==> config.mk <==
export PLATFORM = sky130hd
export DESIGN_NAME = marker_framed_two_field_parser
export DESIGN_NICKNAME = d
export VERILOG_FILES = /design/src/mfp_pkg.sv /design/src/marker_framed_two_field_parser.sv /design/src/mfp_parser.sv
export SDC_FILE = /design/constraint.sdc
export NUM_CORES = 1
export LEC_CHECK = 0
export BUFFER_PORTS_ARGS = -buffer_cell sky130_fd_sc_hd__buf_2
export CORE_ASPECT_RATIO = 0.5
export CORE_UTILIZATION = 45
export CTS_BUF_LIST = sky130_fd_sc_hd__clkbuf_16
export DETAILED_ROUTE_END_ITERATION = 8
export PLACE_DENSITY_LB_ADDON = 0.15
export SLEW_MARGIN = 20
export SYNTH_ARGS = -nofsm -noshare
export SYNTH_HDL_FRONTEND = slang
export SYNTH_HIERARCHICAL = 1
export SYNTH_SLANG_ARGS = --single-unit
==> constraint.sdc <==
create_clock -name clk -period 7.88 [get_ports clk]
set_clock_uncertainty 0.2 [all_clocks]
set_input_delay 0.394 -clock clk [delete_from_list [all_inputs] [get_ports clk]]
set_output_delay 0.394 -clock clk [all_outputs]
set_load 0.01 [all_outputs]
==> src/mfp_pkg.sv <==
// Shared types and constants for the marker framed two field parser.
// No dependencies; used by mfp_parser and the top level.
package mfp_pkg;

    // configuration register indexes
    localparam logic [1:0] CFG_START_MARKER = 2'd0;
    localparam logic [1:0] CFG_END_MARKER   = 2'd1;
    localparam logic [1:0] CFG_SEPARATOR    = 2'd2;

    // register reset values: '<', '>', ','
    localparam logic [7:0] START_MARKER_RST = 8'd60;
    localparam logic [7:0] END_MARKER_RST   = 8'd62;
    localparam logic [7:0] SEPARATOR_RST    = 8'd44;

    // character codes
    localparam logic [7:0] CH_TAB   = 8'd9;
    localparam logic [7:0] CH_CR    = 8'd13;
    localparam logic [7:0] CH_SPACE = 8'd32;
    localparam logic [7:0] CH_PLUS  = 8'd43;
    localparam logic [7:0] CH_MINUS = 8'd45;
    localparam logic [7:0] CH_DOT   = 8'd46;
    localparam logic [7:0] CH_ZERO  = 8'd48;
    localparam logic [7:0] CH_NINE  = 8'd57;

    // magnitude caps
    localparam logic [16:0] FIRST_CAP    = 17'd32768;
    localparam logic [16:0] FIRST_MAX    = 17'd32767;
    localparam logic [23:0] SECOND_CAP   = 24'd8388608;
    localparam logic [23:0] SECOND_MAX   = 24'd8388607;
    localparam logic [1:0]  FRAC_DIGITS  = 2'd2;

    typedef enum logic [1:0] {
        FP_BEFORE_FIRST = 2'd0,
        FP_IN_FIRST     = 2'd1,
        FP_BETWEEN      = 2'd2,
        FP_IN_SECOND    = 2'd3
    } field_pos_t;

    typedef enum logic [2:0] {
        NP_LEADING = 3'd0,
        NP_SIGNED  = 3'd1,
        NP_INT     = 3'd2,
        NP_FRAC    = 3'd3,
        NP_DONE    = 3'd4
    } num_phase_t;

    typedef struct packed {
        logic [7:0] start_marker;
        logic [7:0] end_marker;
        logic [7:0] separator;
    } mfp_cfg_t;

    typedef struct packed {
        logic signed [15:0] mode_value;
        logic signed [23:0] target_hundredths;
        logic               first_missing;
        logic               second_missing;
    } mfp_result_t;

endpackage

==> src/marker_framed_two_field_parser.sv <==
// Top level of the marker framed two field parser: config registers,
// input beat register, output beat register. Depends on mfp_pkg, mfp_parser.
//
//   channel   direction  handshake             payload
//   in        sink       in_valid / in_stall   rx_byte
//   out       source     out_valid / out_stall mode_value, target_hundredths,
//                                              first_missing, second_missing
//   cfg       sink       cfg_we                cfg_index, cfg_data
//
// One byte per cycle sustained while no closing byte waits on a stalled
// output. A byte is parsed during the cycle it spends in the input register,
// and a closing byte's result is in the output register from the next cycle.
// Reset (rst_n, asynchronous) restores the markers to '<', '>', ','
// and leaves the block idle outside a frame. A stalled output only holds up
// a closing byte; other bytes keep flowing, and one byte is taken into the
// input register while a result waits.
module marker_framed_two_field_parser #(
    parameter int FRAME_CHARS = 32
) (
    input  logic               clk,
    input  logic               rst_n,

    input  logic               in_valid,
    output logic               in_stall,
    input  logic [7:0]         rx_byte,

    output logic               out_valid,
    input  logic               out_stall,
    output logic signed [15:0] mode_value,
    output logic signed [23:0] target_hundredths,
    output logic               first_missing,
    output logic               second_missing,

    input  logic               cfg_we,
    input  logic [1:0]         cfg_index,
    input  logic [7:0]         cfg_data
);

    // configuration registers
    logic [7:0] start_marker_reg;
    logic [7:0] end_marker_reg;
    logic [7:0] separator_reg;
    mfp_pkg::mfp_cfg_t cfg;

    // input beat register
    logic       byte_valid_reg, byte_valid_next;
    logic [7:0] byte_reg;

    // output beat register
    logic                 out_valid_reg, out_valid_next;
    mfp_pkg::mfp_result_t result_reg;
    mfp_pkg::mfp_result_t result;

    logic is_end;
    logic out_free;
    logic proc_fire;
    logic in_take;
    logic out_load;

    assign cfg.start_marker = start_marker_reg;
    assign cfg.end_marker   = end_marker_reg;
    assign cfg.separator    = separator_reg;

    always_ff @(posedge clk or negedge rst_n)
    begin
        if (!rst_n)
        begin
            start_marker_reg <= mfp_pkg::START_MARKER_RST;
            end_marker_reg   <= mfp_pkg::END_MARKER_RST;
            separator_reg    <= mfp_pkg::SEPARATOR_RST;
        end
        else if (cfg_we)
        begin
            unique case (cfg_index)
                mfp_pkg::CFG_START_MARKER: start_marker_reg <= cfg_data;
                mfp_pkg::CFG_END_MARKER:   end_marker_reg   <= cfg_data;
                mfp_pkg::CFG_SEPARATOR:    separator_reg    <= cfg_data;
                default: ;
            endcase
        end
    end

    // a closing byte needs room in the output register; others never wait
    assign out_free  = !out_valid_reg || !out_stall;
    assign proc_fire = byte_valid_reg && (!is_end || out_free);
    assign out_load  = proc_fire && is_end;
    assign in_stall  = byte_valid_reg && !proc_fire;
    assign in_take   = in_valid && !in_stall;

    assign byte_valid_next = in_take || (byte_valid_reg && !proc_fire);
    assign out_valid_next  = out_load || (out_valid_reg && out_stall);

    mfp_parser #(
        .FRAME_CHARS (FRAME_CHARS)
    ) u_parser (
        .clk     (clk),
        .rst_n   (rst_n),
        .cfg     (cfg),
        .byte_in (byte_reg),
        .fire    (proc_fire),
        .is_end  (is_end),
        .result  (result)
    );

    always_ff @(posedge clk or negedge rst_n)
    begin
        if (!rst_n)
        begin
            byte_valid_reg <= 1'b0;
            out_valid_reg  <= 1'b0;
        end
        else
        begin
            byte_valid_reg <= byte_valid_next;
            out_valid_reg  <= out_valid_next;
        end
    end

    // payload registers, no reset
    always_ff @(posedge clk)
    begin
        if (in_take)
            byte_reg <= rx_byte;
        if (out_load)
            result_reg <= result;
    end

    assign out_valid         = out_valid_reg;
    assign mode_value        = result_reg.mode_value;
    assign target_hundredths = result_reg.target_hundredths;
    assign first_missing     = result_reg.first_missing;
    assign second_missing    = result_reg.second_missing;

    // a result is never loaded over one that is still stalled
    a_no_overwrite: assert property (@(posedge clk) disable iff (!rst_n)
        out_valid_reg && out_stall |-> !out_load)
        else $error("result overwritten while stalled");

    // the input register only backs up on a closing byte
    a_stall_cause: assert property (@(posedge clk) disable iff (!rst_n)
        in_stall |-> is_end && out_valid_reg && out_stall)
        else $error("input stalled without a blocked result");

    // a held byte is still there in the next cycle
    a_byte_hold: assert property (@(posedge clk) disable iff (!rst_n)
        in_stall |=> byte_valid_reg && $stable(byte_reg))
        else $error("held byte lost");

endmodule

==> src/mfp_parser.sv <==
// Frame tracking and on-the-fly number parsing, one byte per fire.
// Depends on mfp_pkg.
module mfp_parser #(
    parameter int FRAME_CHARS = 32
) (
    input  logic               clk,
    input  logic               rst_n,
    input  mfp_pkg::mfp_cfg_t  cfg,
    input  logic [7:0]         byte_in,
    input  logic               fire,
    output logic               is_end,
    output mfp_pkg::mfp_result_t result
);

    localparam int KW = (FRAME_CHARS > 2) ? $clog2(FRAME_CHARS) : 1;
    localparam logic [KW-1:0] KEPT_MAX = KW'(FRAME_CHARS - 1);

    logic                  in_frame_reg, in_frame_next;
    logic [KW-1:0]         kept_reg, kept_next;
    mfp_pkg::field_pos_t   fp_reg, fp_next;
    mfp_pkg::num_phase_t   phase_reg, phase_next;
    logic                  neg_reg, neg_next;
    logic [16:0]           first_acc_reg, first_acc_next;
    logic [23:0]           second_acc_reg, second_acc_next;
    logic [1:0]            fd_reg, fd_next;

    logic                  is_digit, is_ws, is_sep, is_sign;
    logic [3:0]            digit;
    logic                  starting, in_second;
    mfp_pkg::num_phase_t   eff_phase;
    logic                  eff_neg;
    logic [1:0]            eff_fd;
    logic [19:0]           first_x10;
    logic [16:0]           first_dig;
    logic [27:0]           second_x10;
    logic [23:0]           second_dig;
    logic [16:0]           first_final;
    logic                  num_go, int_go, acc_go;

    logic [30:0]           sec_scaled;
    logic [23:0]           sec_sat;
    logic [23:0]           second_final;

    // byte classes
    assign is_digit  = (byte_in >= mfp_pkg::CH_ZERO) && (byte_in <= mfp_pkg::CH_NINE);
    assign digit     = byte_in[3:0];
    assign is_ws     = (byte_in == mfp_pkg::CH_SPACE)
                    || ((byte_in >= mfp_pkg::CH_TAB) && (byte_in <= mfp_pkg::CH_CR));
    assign is_sign   = (byte_in == mfp_pkg::CH_PLUS) || (byte_in == mfp_pkg::CH_MINUS);
    assign is_sep    = (byte_in == cfg.separator);
    assign is_end    = in_frame_reg && (byte_in == cfg.end_marker);

    // a token starts at the first non-separator byte in either gap
    assign starting  = (fp_reg == mfp_pkg::FP_BEFORE_FIRST) || (fp_reg == mfp_pkg::FP_BETWEEN);
    assign in_second = fp_reg[1];
    assign eff_phase = starting ? mfp_pkg::NP_LEADING : phase_reg;
    assign eff_neg   = starting ? 1'b0 : neg_reg;
    assign eff_fd    = starting ? 2'd0 : fd_reg;

    // acc*10 + digit, saturating
    assign first_x10  = 20'({first_acc_reg, 3'b000}) + 20'({first_acc_reg, 1'b0}) + 20'(digit);
    assign first_dig  = (first_x10 > 20'(mfp_pkg::FIRST_CAP)) ? mfp_pkg::FIRST_CAP
                                                               : first_x10[16:0];
    assign second_x10 = 28'({second_acc_reg, 3'b000}) + 28'({second_acc_reg, 1'b0})
                      + 28'(digit);
    assign second_dig = (second_x10 > 28'(mfp_pkg::SECOND_CAP)) ? mfp_pkg::SECOND_CAP
                                                                 : second_x10[23:0];

    // first token made final: negative wraps in 17 bits, positive clamps
    assign first_final = neg_reg ? (17'd0 - first_acc_reg)
                       : ((first_acc_reg > mfp_pkg::FIRST_MAX) ? mfp_pkg::FIRST_MAX
                                                                : first_acc_reg);

    // second token scaled to hundredths for missing fraction digits
    always_comb
    begin
        case (fd_reg)
            2'd0:    sec_scaled = 31'({second_acc_reg, 6'b0}) + 31'({second_acc_reg, 5'b0})
                                + 31'({second_acc_reg, 2'b0});
            2'd1:    sec_scaled = 31'({second_acc_reg, 3'b0}) + 31'({second_acc_reg, 1'b0});
            default: sec_scaled = 31'(second_acc_reg);
        endcase
    end

    assign sec_sat      = (sec_scaled > 31'(mfp_pkg::SECOND_CAP)) ? mfp_pkg::SECOND_CAP
                                                                   : sec_scaled[23:0];
    assign second_final = neg_reg ? (24'd0 - sec_sat)
                        : ((sec_sat > mfp_pkg::SECOND_MAX) ? mfp_pkg::SECOND_MAX : sec_sat);

    // next state
    always_comb
    begin : next_state
        in_frame_next   = in_frame_reg;
        kept_next       = kept_reg;
        fp_next         = fp_reg;
        phase_next      = phase_reg;
        neg_next        = neg_reg;
        first_acc_next  = first_acc_reg;
        second_acc_next = second_acc_reg;
        fd_next         = fd_reg;
        num_go          = 1'b0;
        int_go          = 1'b0;
        acc_go          = 1'b0;

        if (fire)
        begin
            if ((!in_frame_reg && (byte_in == cfg.start_marker)) || is_end)
            begin
                in_frame_next   = !in_frame_reg;
                kept_next       = '0;
                fp_next         = mfp_pkg::FP_BEFORE_FIRST;
                phase_next      = mfp_pkg::NP_LEADING;
                neg_next        = 1'b0;
                first_acc_next  = '0;
                second_acc_next = '0;
                fd_next         = '0;
            end
            else if (in_frame_reg && (kept_reg < KEPT_MAX))
            begin
                kept_next = kept_reg + KW'(1);
                unique case (fp_reg)
                    mfp_pkg::FP_BEFORE_FIRST:
                    begin
                        if (!is_sep)
                        begin
                            fp_next = mfp_pkg::FP_IN_FIRST;
                            num_go  = 1'b1;
                        end
                    end
                    mfp_pkg::FP_IN_FIRST:
                    begin
                        if (is_sep)
                        begin
                            first_acc_next = first_final;
                            neg_next       = 1'b0;
                            fp_next        = mfp_pkg::FP_BETWEEN;
                        end
                        else
                            num_go = 1'b1;
                    end
                    mfp_pkg::FP_BETWEEN:
                    begin
                        if (!is_sep)
                        begin
                            fp_next = mfp_pkg::FP_IN_SECOND;
                            num_go  = 1'b1;
                        end
                    end
                    default:
                    begin
                        if (is_sep)
                            phase_next = mfp_pkg::NP_DONE;
                        else
                            num_go = 1'b1;
                    end
                endcase
            end
        end

        // number syntax step
        if (num_go)
        begin
            phase_next = eff_phase;
            neg_next   = eff_neg;
            fd_next    = eff_fd;
            case (eff_phase)
                mfp_pkg::NP_LEADING:
                begin
                    if (is_sign)
                    begin
                        neg_next   = (byte_in == mfp_pkg::CH_MINUS);
                        phase_next = mfp_pkg::NP_SIGNED;
                    end
                    else if (!is_ws)
                        int_go = 1'b1;
                end
                mfp_pkg::NP_SIGNED, mfp_pkg::NP_INT:
                    int_go = 1'b1;
                mfp_pkg::NP_FRAC:
                begin
                    if (is_digit)
                    begin
                        if (eff_fd < mfp_pkg::FRAC_DIGITS)
                        begin
                            acc_go  = 1'b1;
                            fd_next = eff_fd + 2'd1;
                        end
                    end
                    else
                        phase_next = mfp_pkg::NP_DONE;
                end
                default: ;
            endcase

            if (int_go)
            begin
                if (is_digit)
                begin
                    acc_go     = 1'b1;
                    phase_next = mfp_pkg::NP_INT;
                end
                else if (in_second && (byte_in == mfp_pkg::CH_DOT))
                    phase_next = mfp_pkg::NP_FRAC;
                else
                    phase_next = mfp_pkg::NP_DONE;
            end

            if (acc_go)
            begin
                if (in_second)
                    second_acc_next = second_dig;
                else
                    first_acc_next = first_dig;
            end
        end
    end

    // result of a closing byte
    always_comb
    begin : result_out
        result.mode_value        = '0;
        result.target_hundredths = '0;
        result.first_missing     = 1'b1;
        result.second_missing    = 1'b1;
        unique case (fp_reg)
            mfp_pkg::FP_IN_FIRST:
            begin
                result.mode_value    = first_final[15:0];
                result.first_missing = 1'b0;
            end
            mfp_pkg::FP_BETWEEN:
            begin
                result.mode_value    = first_acc_reg[15:0];
                result.first_missing = 1'b0;
            end
            mfp_pkg::FP_IN_SECOND:
            begin
                result.mode_value        = first_acc_reg[15:0];
                result.first_missing     = 1'b0;
                result.target_hundredths = second_final;
                result.second_missing    = 1'b0;
            end
            default: ;
        endcase
    end

    always_ff @(posedge clk or negedge rst_n)
    begin
        if (!rst_n)
        begin
            in_frame_reg   <= 1'b0;
            kept_reg       <= '0;
            fp_reg         <= mfp_pkg::FP_BEFORE_FIRST;
            phase_reg      <= mfp_pkg::NP_LEADING;
            neg_reg        <= 1'b0;
            first_acc_reg  <= '0;
            second_acc_reg <= '0;
            fd_reg         <= '0;
        end
        else
        begin
            in_frame_reg   <= in_frame_next;
            kept_reg       <= kept_next;
            fp_reg         <= fp_next;
            phase_reg      <= phase_next;
            neg_reg        <= neg_next;
            first_acc_reg  <= first_acc_next;
            second_acc_reg <= second_acc_next;
            fd_reg         <= fd_next;
        end
    end

    // closing byte always leaves the block idle
    a_end_closes: assert property (@(posedge clk) disable iff (!rst_n)
        fire && is_end |=> !in_frame_reg && (kept_reg == '0))
        else $error("frame not closed after end marker");

    // nothing is counted outside a frame
    a_idle_clear: assert property (@(posedge clk) disable iff (!rst_n)
        !in_frame_reg |-> (kept_reg == '0) && (fp_reg == mfp_pkg::FP_BEFORE_FIRST))
        else $error("parse state live while idle");

    // fraction digits are capped at two
    a_fd_cap: assert property (@(posedge clk) disable iff (!rst_n)
        fd_reg != 2'd3)
        else $error("fraction digit count overflow");

    // second magnitude saturates at its cap
    a_second_cap: assert property (@(posedge clk) disable iff (!rst_n)
        second_acc_reg <= mfp_pkg::SECOND_CAP)
        else $error("second accumulator beyond cap");

endmodule
After elaboration in Yosys (flattened, before gate mapping)
Index checks and enable logic that the tools add are counted.
Word-level totals
  word-level logic and storage cells: 184
  bits in registers: 131
  bits in latches: 0
  RAM bits: 0
  memories kept: 0
  input port bits: 23
  ROM bits: 0
Cells by class
  bitwise logic cells: 0
  divide/modulo/power cells: 0
  shifts and indexed selects: 0
  reductions and logical operators: 49
  add/sub/neg operators: 11
  mux-type cells: 75
  magnitude comparators: 11
  multipliers: 0
  eq/ne operators: 20
Operators by type and width (count)
  2-to-1 mux 24 bit: 9
  2-to-1 mux 17 bit: 11
  one-hot mux 31 bit (2 select lines): 1
  adder 27 x 25 -> 28 bit: 2
  2-to-1 mux 3 bit: 12
  == test 8 x 6 -> 1 bit, second input constant: 4
  one-hot mux 16 bit (2 select lines): 1
  adder 30 x 29 -> 31 bit: 1
  adder 31 x 26 -> 31 bit: 1
  greater-than comparator 31 x 24 -> 1 bit, second input constant: 1
  adder 28 x 4 -> 28 bit: 1
  greater-than comparator 28 x 24 -> 1 bit, second input constant: 1
  == test 8 bit: 3
  greater-than comparator 24 x 23 -> 1 bit, second input constant: 1
  2-to-1 mux 1 bit: 24
  2-to-1 mux 2 bit: 12
  subtractor 1 x 24 -> 24 bit, first input constant: 1
  adder 20 x 18 -> 20 bit: 1
  adder 20 x 4 -> 20 bit: 1
  greater-than comparator 20 x 16 -> 1 bit, second input constant: 1
  greater-than comparator 17 x 15 -> 1 bit, second input constant: 1
  subtractor 1 x 17 -> 17 bit, first input constant: 1
  AND reduction 2 bit: 6
  logical AND 1 bit: 11
  29 further kinds: 58

Logic depth before layout (Yosys ltp)
  depth after elaboration: 12
  gate-level depth with buffers: 22
  mapped depth without buffers: 20

Modules after synthesis
Netlist, hierarchy kept.
Modules (own cells, without submodules)
  mfp_parser: area an instance 11298.3 um^2, seq. area each 1376.3 um^2, times used 1, cells an instance 1498
  marker_framed_two_field_parser: area an instance 2527.4 um^2, seq. area each 2167.1 um^2, times used 1, cells an instance 113

Least setup slack after synthesis
Ideal clock, no wire load.
  kind: register to register
  from: register u_parser.second_acc_reg[0]
  to: register result_reg (netlist bit target_hundredths[18]), data pin
  arrival: 5.293 ns
  required time: 7.423 ns
  setup slack: 2.130 ns
  clock period less this slack: 5.750 ns
  cell stages (with the launch flop): 23
  cells stage by stage: dfrtp_1 > fa_1 > ha_1 > inv_1 > fa_1 > nand2b_1 > a21o_1 > a2111oi_2 > o21a_1 > nor3_1 > a221oi_2 > nand4_2 > o31a_1 > clkbuf_1 > nor2_1 > nand2_1 > ha_1 > clkbuf_1 > and2_1 > nand4_1 > o21a_1 > or4b_1 > o2111a_1
Between the ends
  word-level cells in the longest chain between the ends: 8
  elaborated cells between the ends (all ways): 10
  those cells by class: add/sub: 4; order compare: 2; mux: 4
RTL lines
  from (decl): line mfp_parser.sv:24  | logic [23:0] second_acc_reg, second_acc_next;
  from (signal assigned): line mfp_parser.sv:268  | second_acc_reg <= second_acc_next;
  adder 30 x 29 -> 31 bit: line mfp_parser.sv:78  | 2'd0: sec_scaled = 31'({second_acc_reg, 6'b0}) + 31'({second_acc_reg, 5'b0})
  adder 31 x 26 -> 31 bit: line mfp_parser.sv:79  | + 31'({second_acc_reg, 2'b0});
  one-hot mux 31 bit (2 select lines) *: line mfp_parser.sv:77  | case (fd_reg)
  greater-than comparator 31 x 24 -> 1 bit: line mfp_parser.sv:85  | assign sec_sat = (sec_scaled > 31'(mfp_pkg::SECOND_CAP)) ? mfp_pkg::SECOND_CAP
  2-to-1 mux 24 bit *: line mfp_parser.sv:85
  greater-than comparator 24 x 23 -> 1 bit: line mfp_parser.sv:88  | : ((sec_sat > mfp_pkg::SECOND_MAX) ? mfp_pkg::SECOND_MAX : sec_sat);
  2-to-1 mux 24 bit: line mfp_parser.sv:88
  2-to-1 mux 24 bit *: line mfp_parser.sv:87  | assign second_final = neg_reg ? (24'd0 - sec_sat)
  to (signal assigned): line marker_framed_two_field_parser.sv:125  | result_reg <= result;
  to (decl): line marker_framed_two_field_parser.sv:51  | mfp_pkg::mfp_result_t result_reg;
Every way passes the cells marked *; elsewhere a longest branch is shown, timed or not.
A chain may end at the register's enable or synchronous reset.

Worst setup path in the final report
Ends and elaborated chain as after synthesis.

==> results <==
- The most repeated cell in the gate-level netlist after synthesis is sky130_fd_sc_hd__nand2_1.
- Wires add up to 39900 µm.
- The total DRC errors in the routed layout is 0.
- The type of element capturing the critical path is a flip-flop.
- The async set-or-reset flop fraction in the synthesized netlist is 61.8%.
- The run finished with clean final reports.
- The portion of synthesized area spent on multiplexers is 2.91%.
- Clock latency on the worst-skew pair, taken at its later pin, is 0.45 ns.
- The global routing usage summed across all routing layers is 25.9%.
- The cell total after placement is 2006.
- For the pin with the worst max-slew slack, the measured transition is 1.06 ns.
- After layout, the worst path uses 82.5% of the clock period.
- Adding up every negative setup slack in the final design gives 0 ns.
- The routed design could run at a clock period as short as 6.50 ns.
- The area fraction in and, or, nand and nor cells after synthesis is 20.1%.
- The first-pass GRT wire length is 65700 µm.
- The global-route track usage on met3 is 3.47%.
- The main flop type after synthesis is sky130_fd_sc_hd__dfrtp_1.
- Counting every sink on the clock net gives 131.
- In this run the vertical extent of the chip is 126 µm.
- The number of nets in the synthesized netlist is 1800.
- At the end of the flow the core is filled with cells to 51.1%.
- Dividing the detail-routed wire length by the instance count gives 19.5 µm.
- In this run, CTS created clock tree buffers numbering 17.
- The power density over cell area is 136 nW/µm².
- After routing the design area is 15100 µm².
- The count of flip-flops with a built-in enable after synthesis is 50.
- The floorplan step defined a die boundary enclosing 31500 µm².
- The Yosys step of the flow raised 6 warnings.
- The final-report max-slew violation count was 0.
- The clock transition at the registers of the reported paths is 0.07 ns.
- After technology mapping, the gate count stands at 1611.
- The largest net degree at the start of global routing is 82.
- The number of non-filler instances in the completed layout is 2049.
- The final-stage net count is 1834.
- Global routing consumed, on the met1 layer, 36.0% of the routing resources.
- The tightest min-delay check is of the in -> reg type.
- The total number of vias is 12774.
- The CTS tree is yes.
- The post-route netlist has 11.8% of its cells at a drive strength greater than 1.
- The area fraction in compound gates after synthesis is 24.1%.
- Counting along the longest clock path gives a buffer depth of 2.
- The number of input and output port buffers inserted is 66.
- The post-synthesis average cell area is 8.58 µm².
- The H-tree depth is 4.
- The peak supply drop is 0.000155 V.
- In this run, synthesis produced a sequential element count of 131.
- The starting density of the core is 46.7%.
- The placed wire-length estimate after detailed placement is 30400 µm.
- The met2 routing resource usage after global routing is 42.6%.
- After synthesis, the largest family of logic cells by area is compound AO/OA/AOI/OAI gates.
- Summed over all layers, the global routing overflow is 0.
- After detailed placement, the total cell area comes to 14400 µm².
- At the end of routability-driven placement, the weighted congestion stood at 0.942.
- From left edge to right edge, the die measures 250 µm.
- Of all nets on the critical path, the largest fanout is 18.
- After global routing, the most crowded layer is met2.
- In the post-synthesis netlist, the biggest area contributors are sky130_fd_sc_hd__dfrtp_1, sky130_fd_sc_hd__edfxtp_1, sky130_fd_sc_hd__ha_1.
- The netlist area before placement is 13800 µm².
- The final hold violation count was 0.
- For the worst setup path, the data arrival time is 6.50 ns.
- The count of routing violations after the opening detailed-route iteration is 1202.
- The cell leakage power is 0.00632 µW.
- The residual antenna-violating net count after detailed routing is 0.
- Sequential cells were found to cover 25.6% of the synthesized design area.
- The synthesized design devotes to its leading area cell type 12.5% of total area.
- The synthesized netlist devotes 5.00% of its cell area to XOR and XNOR gates.
- The number of diodes is 0.
- The required time of the worst setup path is 7.88 ns.
- The overall power is 2060 µW.
- In the synthesized netlist, the cells that appear most often are sky130_fd_sc_hd__nand2_1, sky130_fd_sc_hd__ha_1, sky130_fd_sc_hd__a21oi_1, sky130_fd_sc_hd__nor2_1, sky130_fd_sc_hd__inv_1.
- Pin placement for this block handled 67 I/O pins.
- From synthesis to final layout, the design area changed by 9.56%.
- The number of global-route vias before repair is 12385.
- The number of violations of the max-capacitance limit is 0.
- Setup violations remaining at the end of the flow were counted as 0.
- Before antenna repair, the detailed router went through 5 iterations.
- The fraction of the mapped netlist area in adder cells is 17.5%.
- The biggest area contributor in the post-synthesis netlist is sky130_fd_sc_hd__dfrtp_1.
- Yosys mapped the design onto 103 distinct sky130hd cell types.
- The maximum clock frequency is 0.154 GHz.
- The number of placement rows is 44.
- The worst slew margin relative to its limit is 28.1%.
- The via-per-instance ratio is 6.23.
- The floorplan step defined a core boundary enclosing 29600 µm².
- Setup repair after global routing left no endpoint under its margin.
- The number of antenna violations at the first check in global routing is 0.
- The worst setup path is launched from a flip-flop.
- The clock root buffer master is sky130_fd_sc_hd__clkbuf_16.
- The classification of the worst setup path is reg -> reg.
metal layers:
metal,up-vias,routed length [µm]
li1,6059,-
met3,44,2110
met1,6282,18600
met4,0,552
met5,-,0
met2,389,18600
kinds of logic (layout without fill, tap and decap cells):
group,count (synthesis),count (layout)
xor+xnor,79,79
compound gates,479,479
fa+ha+maj,166,166
mux,37,37
flops,131,131
simple gates,551,551
buf+inv,168,215
layout by cell type (no fill, tap or decap), types with 12 or more instances in the layout:
cell type / instances
sky130_fd_sc_hd__a211oi_1: 12
sky130_fd_sc_hd__a21o_1: 21
sky130_fd_sc_hd__a21oi_1: 103
sky130_fd_sc_hd__a31oi_1: 16
sky130_fd_sc_hd__and2_1: 22
sky130_fd_sc_hd__and3_1: 24
sky130_fd_sc_hd__buf_2: 65
sky130_fd_sc_hd__clkbuf_16: 18
sky130_fd_sc_hd__dfrtp_1: 69
sky130_fd_sc_hd__dfstp_2: 12
sky130_fd_sc_hd__edfxtp_1: 50
sky130_fd_sc_hd__fa_1: 46
sky130_fd_sc_hd__ha_1: 120
sky130_fd_sc_hd__inv_1: 97
sky130_fd_sc_hd__mux2_2: 26
sky130_fd_sc_hd__nand2_1: 170
sky130_fd_sc_hd__nand2b_1: 16
sky130_fd_sc_hd__nand3_1: 45
sky130_fd_sc_hd__nand4_1: 27
sky130_fd_sc_hd__nor2_1: 104
sky130_fd_sc_hd__nor2b_1: 13
sky130_fd_sc_hd__nor3_1: 40
sky130_fd_sc_hd__nor4_1: 20
sky130_fd_sc_hd__o211ai_1: 24
sky130_fd_sc_hd__o21a_1: 18
sky130_fd_sc_hd__o21ai_0: 79
sky130_fd_sc_hd__o21ai_1: 21
sky130_fd_sc_hd__o22ai_1: 13
sky130_fd_sc_hd__o31ai_1: 29
sky130_fd_sc_hd__or3_1: 16
sky130_fd_sc_hd__xnor2_1: 59
sky130_fd_sc_hd__xor2_1: 20
stage by stage:
step           worst slack (ns)  hold WS [ns]
3_5_place_dp               1.51         0.317
2_1_floorplan              2.13        -0.102
4_1_cts                    1.49       0.00118
5_1_grt                   0.975        0.0107
3_3_place_gp               1.71         0.297
6_report                   1.38        0.0143
worst max-delay path: stages, from the launching register on:
cell                        delay, ns
sky130_fd_sc_hd__dfrtp_1         0.53
sky130_fd_sc_hd__fa_1            0.60
sky130_fd_sc_hd__ha_1            0.21
sky130_fd_sc_hd__inv_1           0.07
sky130_fd_sc_hd__fa_1            0.39
sky130_fd_sc_hd__nand2b_1        0.19
sky130_fd_sc_hd__a21o_1          0.24
sky130_fd_sc_hd__a2111oi_2       0.46
sky130_fd_sc_hd__o21a_1          0.19
sky130_fd_sc_hd__nor3_1          0.05
sky130_fd_sc_hd__a221oi_2        0.39
sky130_fd_sc_hd__nand4_2         0.22
sky130_fd_sc_hd__o31a_1          0.55
sky130_fd_sc_hd__nor2_1          0.38
sky130_fd_sc_hd__nand2_1         0.10
sky130_fd_sc_hd__ha_1            0.34
sky130_fd_sc_hd__and2_1          0.21
sky130_fd_sc_hd__nand4_1         0.23
sky130_fd_sc_hd__o21a_1          0.14
sky130_fd_sc_hd__or4b_1          0.44
sky130_fd_sc_hd__o2111a_1        0.13
final timing paths:
| check | startpoint | endpoint | slack, ns | cells after the start |
|---|---|---|---|---|
| setup / recovery | u_parser/second_acc_reg[0] | target_hundredths[18] | 1.38 | 20 |
| hold / removal | cfg_data[6] | end_marker_reg[6] | 0.01 | 2 |
| setup reg to reg | u_parser/second_acc_reg[0] | target_hundredths[18] | 1.38 | 20 |
| hold reg to reg | end_marker_reg[7] | end_marker_reg[7] | 0.33 | 1 |
| max in group asynchronous | rst_n | u_parser/second_acc_reg[9] | 6.58 | 2 |
| min in group asynchronous | rst_n | start_marker_reg[7] | 0.37 | 2 |
report_power, final:
part / switching (µW) / internal, µW / total (µW)
combinational: 250 / 163 / 412
sequential: 61.9 / 765 / 826
clock: 356 / 464 / 820
repair_timing:
item / 4_1_cts / 5_1_grt
hold buffers: 11 / 0
setup buffers: 0 / 0
gates resized for setup: 0 / 0
endpoints found under the hold margin: 72 / 0
area by class of cell:
class,count,area (µm²)
Fill cell,2809,14500
Multi-Input combinational cell,1312,9640
Sequential cell,131,3540
Timing Repair Buffer,87,522
Tap cell,391,489
Clock buffer,18,450
Inverter,96,360
Clock inverter,14,141
Note: power is estimated with default switching activity, not from simulation.
